$ cat src/rtl/lidar_packet_scan_assembler_macros.svh
// ---------------------------------------------------------------------------
// Lidar packet scan assembler assertion macros
// Concurrent assertion helpers, clocked on clk and disabled while rst_n is low.
// ---------------------------------------------------------------------------
`ifndef LIDAR_PACKET_SCAN_ASSEMBLER_MACROS_SVH
`define LIDAR_PACKET_SCAN_ASSEMBLER_MACROS_SVH
`ifndef ASSERT_OFF
`define ASSERT_ALWAYS(lbl, cond) \
  lbl: assert property (@(posedge clk) disable iff (!rst_n) (cond)) \
    else $error("invariant violated");
`define ASSERT_IMPL(lbl, ante, cons) \
  lbl: assert property (@(posedge clk) disable iff (!rst_n) (ante) |-> (cons)) \
    else $error("same-cycle implication violated");
`define ASSERT_NEXT(lbl, ante, cons) \
  lbl: assert property (@(posedge clk) disable iff (!rst_n) (ante) |=> (cons)) \
    else $error("next-cycle implication violated");
`else
`define ASSERT_ALWAYS(lbl, cond)
`define ASSERT_IMPL(lbl, ante, cons)
`define ASSERT_NEXT(lbl, ante, cons)
`endif
`endif

$ cat src/rtl/lpsa_pkg.sv
// ---------------------------------------------------------------------------
// Lidar packet scan assembler package
// Operation codes, framing constants and the controller/datapath interface.
// ---------------------------------------------------------------------------
package lpsa_pkg;

  localparam logic [1:0] OP_RX   = 2'd0;
  localparam logic [1:0] OP_READ = 2'd1;
  localparam logic [1:0] OP_TAKE = 2'd2;

  localparam logic [7:0] HEADER_BYTE = 8'h54;
  localparam logic [7:0] VERLEN_BYTE = 8'h2c;

  localparam int unsigned FULL_TURN    = 36000;
  localparam int unsigned POINTS_START = 6;

  // Width of the reduced span and of the angle step quotient.
  localparam int unsigned STEP_W = 16;

  localparam int unsigned IN_TDATA_W  = 24;
  localparam int unsigned IN_TUSER_W  = 2;
  localparam int unsigned OUT_TDATA_W = 48;

  typedef struct packed {
    logic capture;
    logic exec;
    logic mod_step;
    logic div_init;
    logic walk_step;
    logic finish_load;
  } lpsa_cmd_t;

  typedef struct packed {
    logic walk_needed;
    logic span_ge_turn;
    logic out_free;
  } lpsa_status_t;

endpackage

$ cat src/rtl/lpsa_ctrl.sv
// ---------------------------------------------------------------------------
// Lidar packet scan assembler controller
// Sequences one beat at a time through execute, span reduction, step
// division, point walk and result hand-off.
// ---------------------------------------------------------------------------
module lpsa_ctrl import lpsa_pkg::*; #(
  parameter int unsigned POINTS_PER_PACKET = 12,
  parameter int unsigned PIDX_W            = 4
) (
  input  logic              clk,
  input  logic              rst_n,
  input  logic              in_tvalid,
  output logic              in_tready,
  input  lpsa_status_t      status,
  output lpsa_cmd_t         cmd,
  output logic [PIDX_W-1:0] walk_idx
);

  localparam logic [2:0] S_IDLE   = 3'd0;
  localparam logic [2:0] S_EXEC   = 3'd1;
  localparam logic [2:0] S_MOD    = 3'd2;
  localparam logic [2:0] S_WALK   = 3'd3;
  localparam logic [2:0] S_FINISH = 3'd4;

  logic [2:0]        state_r, state_nxt;
  logic [PIDX_W-1:0] cnt_r, cnt_nxt;

  assign in_tready = (state_r == S_IDLE);
  assign walk_idx  = cnt_r;

  always_comb begin
    state_nxt = state_r;
    cnt_nxt   = cnt_r;
    cmd       = '0;
    case (state_r)
      S_IDLE: begin
        if (in_tvalid) begin
          cmd.capture = 1'b1;
          state_nxt   = S_EXEC;
        end
      end
      S_EXEC: begin
        cmd.exec  = 1'b1;
        state_nxt = status.walk_needed ? S_MOD : S_FINISH;
      end
      S_MOD: begin
        if (status.span_ge_turn) begin
          cmd.mod_step = 1'b1;
        end else begin
          cmd.div_init = 1'b1;
          cnt_nxt      = '0;
          state_nxt    = S_WALK;
        end
      end
      S_WALK: begin
        cmd.walk_step = 1'b1;
        if (cnt_r == PIDX_W'(POINTS_PER_PACKET - 1)) begin
          cnt_nxt   = '0;
          state_nxt = S_FINISH;
        end else begin
          cnt_nxt = cnt_r + 1'b1;
        end
      end
      S_FINISH: begin
        if (status.out_free) begin
          cmd.finish_load = 1'b1;
          state_nxt       = S_IDLE;
        end
      end
      default: begin
        state_nxt = S_IDLE;
        cnt_nxt   = '0;
      end
    endcase
  end

  always_ff @(posedge clk) begin
    if (!rst_n) begin
      state_r <= S_IDLE;
      cnt_r   <= '0;
    end else begin
      state_r <= state_nxt;
      cnt_r   <= cnt_nxt;
    end
  end

endmodule

$ cat config.mk
export PLATFORM = sky130hd
export DESIGN_NAME = lpsa_ctrl
export DESIGN_NICKNAME = d
export VERILOG_FILES = /design/src/rtl/lidar_packet_scan_assembler_macros.svh /design/src/rtl/lpsa_pkg.sv /design/src/rtl/lpsa_ctrl.sv
export SDC_FILE = /design/constraint.sdc
export NUM_CORES = 1
export LEC_CHECK = 0
export BUFFER_PORTS_ARGS = -buffer_cell sky130_fd_sc_hd__buf_2
export CAP_MARGIN = 0
export CORE_MARGIN = 3
export CORE_UTILIZATION = 30
export CTS_CLUSTER_SIZE = 24
export DETAILED_ROUTE_END_ITERATION = 16
export GPL_ROUTABILITY_DRIVEN = 0
export SLEW_MARGIN = 25
export SYNTH_ARGS = -nofsm -noshare
export SYNTH_HDL_FRONTEND = slang
export SYNTH_SLANG_ARGS = --single-unit
export TNS_END_PERCENT = 100
$ cat constraint.sdc
create_clock -name clk -period 2.4 [get_ports clk]
set_clock_uncertainty 0.05 [all_clocks]
set_input_delay 0.36 -clock clk [delete_from_list [all_inputs] [get_ports clk]]
set_output_delay 0.36 -clock clk [all_outputs]
set_load 0.005 [all_outputs]
==> results.md, run 1 <==
* Status: completed
* Worst Hold Class: input pin to flop
* CTS tree: built
* CTS resizes at 0
* Synth cell types at 30
* Power per cell area at between 800 and 900 mW/mm2
* Period minus WS final at between 1500 and 2000 ps
* Area of the multi-input gates at 305 um2
* Worst Reg2Reg Path Length in Cells at 4
* R2R setup slack at 880 ps
* Final net count at 80
* Die ar. at 0.00212 mm2
* Placed Area at between 500 and 600 um2
* Setup_tns at 0 ps
* Crit. End Element: output pin
* Maximum clock rate at 561 MHz
* IO buf count at 16
* N_diodes at 0
* Worst reg2reg endpoint: state_r[0]$_SDFFE_PN0P_
* Root buf cell: clkbuf_4
* CP Launch Type: flop
* Worst-margin pin slew at 411 ps
* Drt pass-1 iters at 4
* Worst-path clk slew at 60 ps
* MaxCap Viol Count at 0
* Total GRT Usage at 0.121
* Remaining DRCs at 0
* Syn_area_per_cell at 8.60 um2
* Critical Path AT at ~1400 ps
* Syn Std Cell Area at approximately 480 um2
* Site row count at 13
* First-pass GRT wire length at 1.74 mm
* Wirelength, routed at about 1.1 mm
* Yosys top cell by area: dfxtp_1
* Largest net degree at the start of global routing at 15
* Hold Buf Count CTS at 0
* Critical Path RT at 1990 ps
* Post-route cell area at between 500 and 600 um2
* Die Wd at 46.1 um
* Post-DR vias/cell at 5.20
* Seq/Total Area, Yosys at 0.291
* Hold Fails Final Rpt at 0
* Post-CTS setup buffers at 0
* Crit Path Class: flop to output pin
* Grt ovf at 0
* #FFs+latches synth at 7
* Syn Inst Count at 56
* WHS Path Cells at 3
* Share of cells above drive strength 1 at 0.333
* Synth Warn # at 0
* Initial Util at 0.344
* Routed WL per cell at 12.4 um
* Final hold slack at 352 ps
* Static Leakage at 0.000254 uW
* RSZ-0062 raised after global routing: no
* IO Count at 17
* Vias at ~450
* Initial antenna violation count at 0
* Final Setup Violations at 0
* Relative slew slack at 0.726
* TritonCTS Buffers at 3
* Hold path start: rst_n
* DRT antenna net count at 0
* CP Max Fanout at 14
* Tcrit/Tclk final at 0.743
* Area taken by flip-flops and latches at 140 um2
* Design Power at 469 uW
* CP Launch Point: state_r[0]$_SDFFE_PN0P_
* Detailed placement HPWL at 779 um
* Slew Limit Fails at 0
* Iteration-0 DRC count of the detailed router at 12
* Cells taking the most area after synthesis: dfxtp_1 (29%), mux2i_1 (6.2%), a21oi_1 (4.2%), and3b_1 (3.6%), nand4b_1 (3.6%)
* Placeable core region at around 0.0014 mm2
* Number of global-route vias before repair at 370
* Fill cells at 153
* Share of Yosys cell area claimed by the top area cell type at 0.291
* Die Ht at 46.1 um
* Most frequent cells in the layout: buf_2 (16), dfxtp_1 (7), nand2_1 (4), a21oi_1 (4)
* Leading cell type in the layout, fill and taps excluded: buf_2
* P&R area growth vs syn at 20.0%
* Net Count, Synth at 63
* Max rail drop VDD at 0.320 mV
* Htree depth at 1
* Hold Path End: state_r[2]$_SDFFE_PN0P_
* CTS Sinks at 7
* Skew-Pair Late Insertion Delay at 260 ps
* Critical R2R Launch: walk_idx[0]$_SDFFE_PN0P_
* Bufs on Longest Clock Path at 2
## metal layers
metal | GRT usage | routed length, um | vias up
li1 | - | - | 237
met1 | 0.164 | 550 | 196
met2 | 0.143 | 409 | 14
met3 | 0.0586 | 91 | 5
met4 | 0.0852 | 28 | 0
met5 | 0 | 0 | -
## critical path, cell delays in order, from the launching register on
cell	delay, ps
dfxtp_1	570
and3b_1	370
buf_2	160
## state kept, by name, summed over array words and instances (netlist names)
name	count
state_r	3
walk_idx	4
## area by class of cell
type | instances | area share
Tap cell | 15 | 0.0325
Clock buffer | 4 | 0.0455
Multi-Input combinational cell | 43 | 0.528
Timing Repair Buffer | 16 | 0.139
Inverter | 2 | 0.0130
Sequential cell | 7 | 0.242
## kinds of logic after synthesis
logic type / after synthesis / synth area share
fa+ha+maj: 1 / 0.0260
simple gates: 28 / 0.358
compound gates: 11 / 0.187
mux: 3 / 0.0623
buf+inv: 6 / 0.0753
flops: 7 / 0.291
## stage by stage
step                      setup WS [ps]   util  std cells
final                               617  0.413         87
after global routing                506  0.413         87
after CTS                           619  0.413         87
after detailed placement            890  0.394         83
after global placement              910  0.394         83
after floorplan                    1050      -         56
## synth_stat cells, drive strengths merged
| cell | n |
|---|---|
| nor3 | 3 |
| or3 | 1 |
| nand2 | 4 |
| o21ai | 3 |
| inv | 2 |
| or2 | 1 |
| a211oi | 1 |
| nor2 | 3 |
| a41oi | 1 |
| nand2b | 1 |
| a21oi | 4 |
| buf | 4 |
| a311oi | 1 |
| mux2i | 3 |
| and2 | 1 |
| nand3b | 1 |
| and3b | 2 |
| and3 | 1 |
| dfxtp | 7 |
| a32oi | 1 |
| nand3 | 2 |
| or2b | 1 |
| nor3b | 3 |
| nand4b | 2 |
| nand4 | 1 |
| ha | 1 |
| nor2b | 1 |
## where the power goes
group	total, uW	internal (uW)	leakage [uW]	switching [uW]
combinational	171	90.2	0.000182	80.5
sequential	183	134	0.0000569	49.3
clock	115	63.9	0.0000150	50.9
total	469	288	0.000254	181
## worst max-delay path by stage
stage                              endpoint  slack, ps  cells after the start
floorplan           state_r[0]$_SDFFE_PN0P_       1050                      4
global placement                     cmd[1]        910                      2
detailed placement  state_r[0]$_SDFFE_PN0P_        890                      4
CTS                                  cmd[1]        620                      2
global route                         cmd[3]        510                      3
finish                               cmd[1]        620                      2
(Power assumes the default switching activity.)
==> inputs of run 2 (changes only) <==
==> constraint.sdc (replaced) <==
create_clock -name clk -period 1.7 [get_ports clk]
set_clock_uncertainty 0.05 [all_clocks]
set_input_delay 0.255 -clock clk [delete_from_list [all_inputs] [get_ports clk]]
set_output_delay 0.255 -clock clk [all_outputs]
set_load 0.005 [all_outputs]
==> run 2 against run 1 <==
Against the previous run:
- total power up 39%
- design area up 0.43%
- wire length down 3.7%
- critical endpoint unchanged
- first-iteration DRC count down 25%
- register-to-register slack worse by 700 ps
- worst setup slack worse by 530 ps
- clock power up 32%
- sequential share of layout area up 0.33 points
- largest cell class unchanged
- clock-buffer cell count unchanged
==> results.md, run 2 (synthesized netlist as in run 1, its figures left out) <==
* Status: completed
* Area of the multi-input gates at 305 um2
* Most frequent cells in the layout: buf_2 (16), dfxtp_1 (5), nand2_1 (4), a21oi_1 (4)
* Final net count at 80
* CP Capture Point: cmd[1]
* Maximum clock rate at 621 MHz
* Crit. End Element: output pin
* IO buf count at 16
* Final Non-Filler Cells at 87
* First-pass GRT wire length at around 1.6 mm
* Area taken by flip-flops and latches at 143 um2
* Detailed placement HPWL at 760 um
* Initial antenna violation count at 0
* TritonCTS Buffers at 3
* CTS resizes at 0
* Tcrit/Tclk final at 0.947
* N_diodes at 0
* Htree depth at 1
* Post-route cell area at 581 um2
* Root buf cell: clkbuf_4
* Largest net degree at the start of global routing at 15
* Critical Path RT at 1390 ps
* Skew-Pair Late Insertion Delay at 250 ps
* Hold Fails Final Rpt at 0
* Post-CTS setup buffers at 0
* Drt pass-1 iters at 4
* CP Launch Point: state_r[2]$_SDFFE_PN0P_
* P&R area growth vs syn at 20.5%
* Share of cells above drive strength 1 at 0.361
* Routed WL per cell at 12.0 um
* Total GRT Usage at 0.107
* RSZ-0062 raised after global routing: no
* Max reg flops at 4
* DRT antenna net count at 0
* Placeable core region at 0.00140 mm2
* R2R setup slack at 180 ps
* Critical Path AT at between 1000 and 1500 ps
* Post-DR vias/cell at around 5.2
* Worst-path clk slew at 50 ps
* Worst reg2reg endpoint: state_r[0]$_SDFFE_PN0P_
* Placed Area at roughly 550 um2
* Hold Buf Count CTS at 0
* Crit Path Class: flop to output pin
* IO Count at 17
* Number of global-route vias before repair at 386
* Bufs on Longest Clock Path at 2
* Power per cell area at 1130 mW/mm2
* Vias at 453
* Final Setup Violations at 0
* Fill cells at roughly 140
* Leading cell type in the layout, fill and taps excluded: buf_2
* Static Leakage at 0.000254 uW
* Max rail drop VDD at roughly 0.54 mV
* Placed cells at 83
* Worst-margin pin slew at 423 ps
* Setup_tns at 0 ps
* Wirelength, routed at 1.04 mm
* Critical R2R Launch: walk_idx[1]$_SDFFE_PN0P_
* CTS Sinks at 7
* CP Launch Type: flop
* Die ar. at around 0.0021 mm2
* Relative slew slack at 0.717
* Period minus WS final at 1610 ps
* Worst Hold Class: input pin to flop
* Grt ovf at 0
* CTS tree: built
* CP Max Fanout at 13
* Iteration-0 DRC count of the detailed router at 9
* Die Wd at 46.1 um
* Slew Limit Fails at 0
* Site row count at 13
* Die Ht at 46.1 um
* Worst Reg2Reg Path Length in Cells at 4
* Initial Util at 0.344
* Remaining DRCs at 0
* MaxCap Viol Count at 0
run 2: cell counts in the layout (fill, tap and decap cells not counted):
Identical to the previous run, type by type.
run 2: how the worst min path moves through the flow:
stage	start	end	slack [ps]	depth (start not counted)
after floorplan	rst_n	state_r[0]$_SDFFE_PN0P_	350	2
after global placement	walk_idx[2]$_SDFFE_PN0P_	walk_idx[2]$_SDFFE_PN0P_	480	2
after detailed placement	walk_idx[2]$_SDFFE_PN0P_	walk_idx[2]$_SDFFE_PN0P_	490	2
after CTS	rst_n	state_r[2]$_SDFFE_PN0P_	240	3
after global routing	rst_n	state_r[0]$_SDFFE_PN0P_	250	3
final	rst_n	state_r[0]$_SDFFE_PN0P_	240	3
run 2: per-stage QoR:
stage / hold slack (ps) / total power (uW) / utilization / setup WS, ps
final: 244 / 653 / 0.415 / 90.6
after global routing: 251 / 706 / 0.415 / 30.7
after floorplan: 351 / 438 / - / 349
after global placement: 481 / 500 / 0.394 / 172
after CTS: 242 / 660 / 0.413 / 16.7
after detailed placement: 486 / 502 / 0.394 / 172
run 2: metal layers:
layer  up-vias  wire length (um)  track usage  part of all wire
met3         0               126       0.0703              0.12
met1       196               472        0.129              0.45
li1        237                 -            -                 -
met2        20               442        0.154              0.42
met5         -                 0            0                 0
met4         0                 0       0.0341                 0
run 2: cell type report:
| cell class | instances | share of cell area |
|---|---|---|
| inverter | 2 | 0.0129 |
| multi-input combinational | 43 | 0.526 |
| tap | 15 | 0.0323 |
| timing repair buffer | 16 | 0.138 |
| sequential | 7 | 0.246 |
| clock buffer | 4 | 0.0453 |
run 2: critical path: stages (launching register included):
cell and delay, ps:
dfxtp_1 580, and3b_1 320, buf_2 160
run 2: power breakdown:
group	total, uW	internal, uW	switching [uW]
combinational	236	128	108
clock	152	89.6	62.0
sequential	266	194	72.2
total	653	411	242
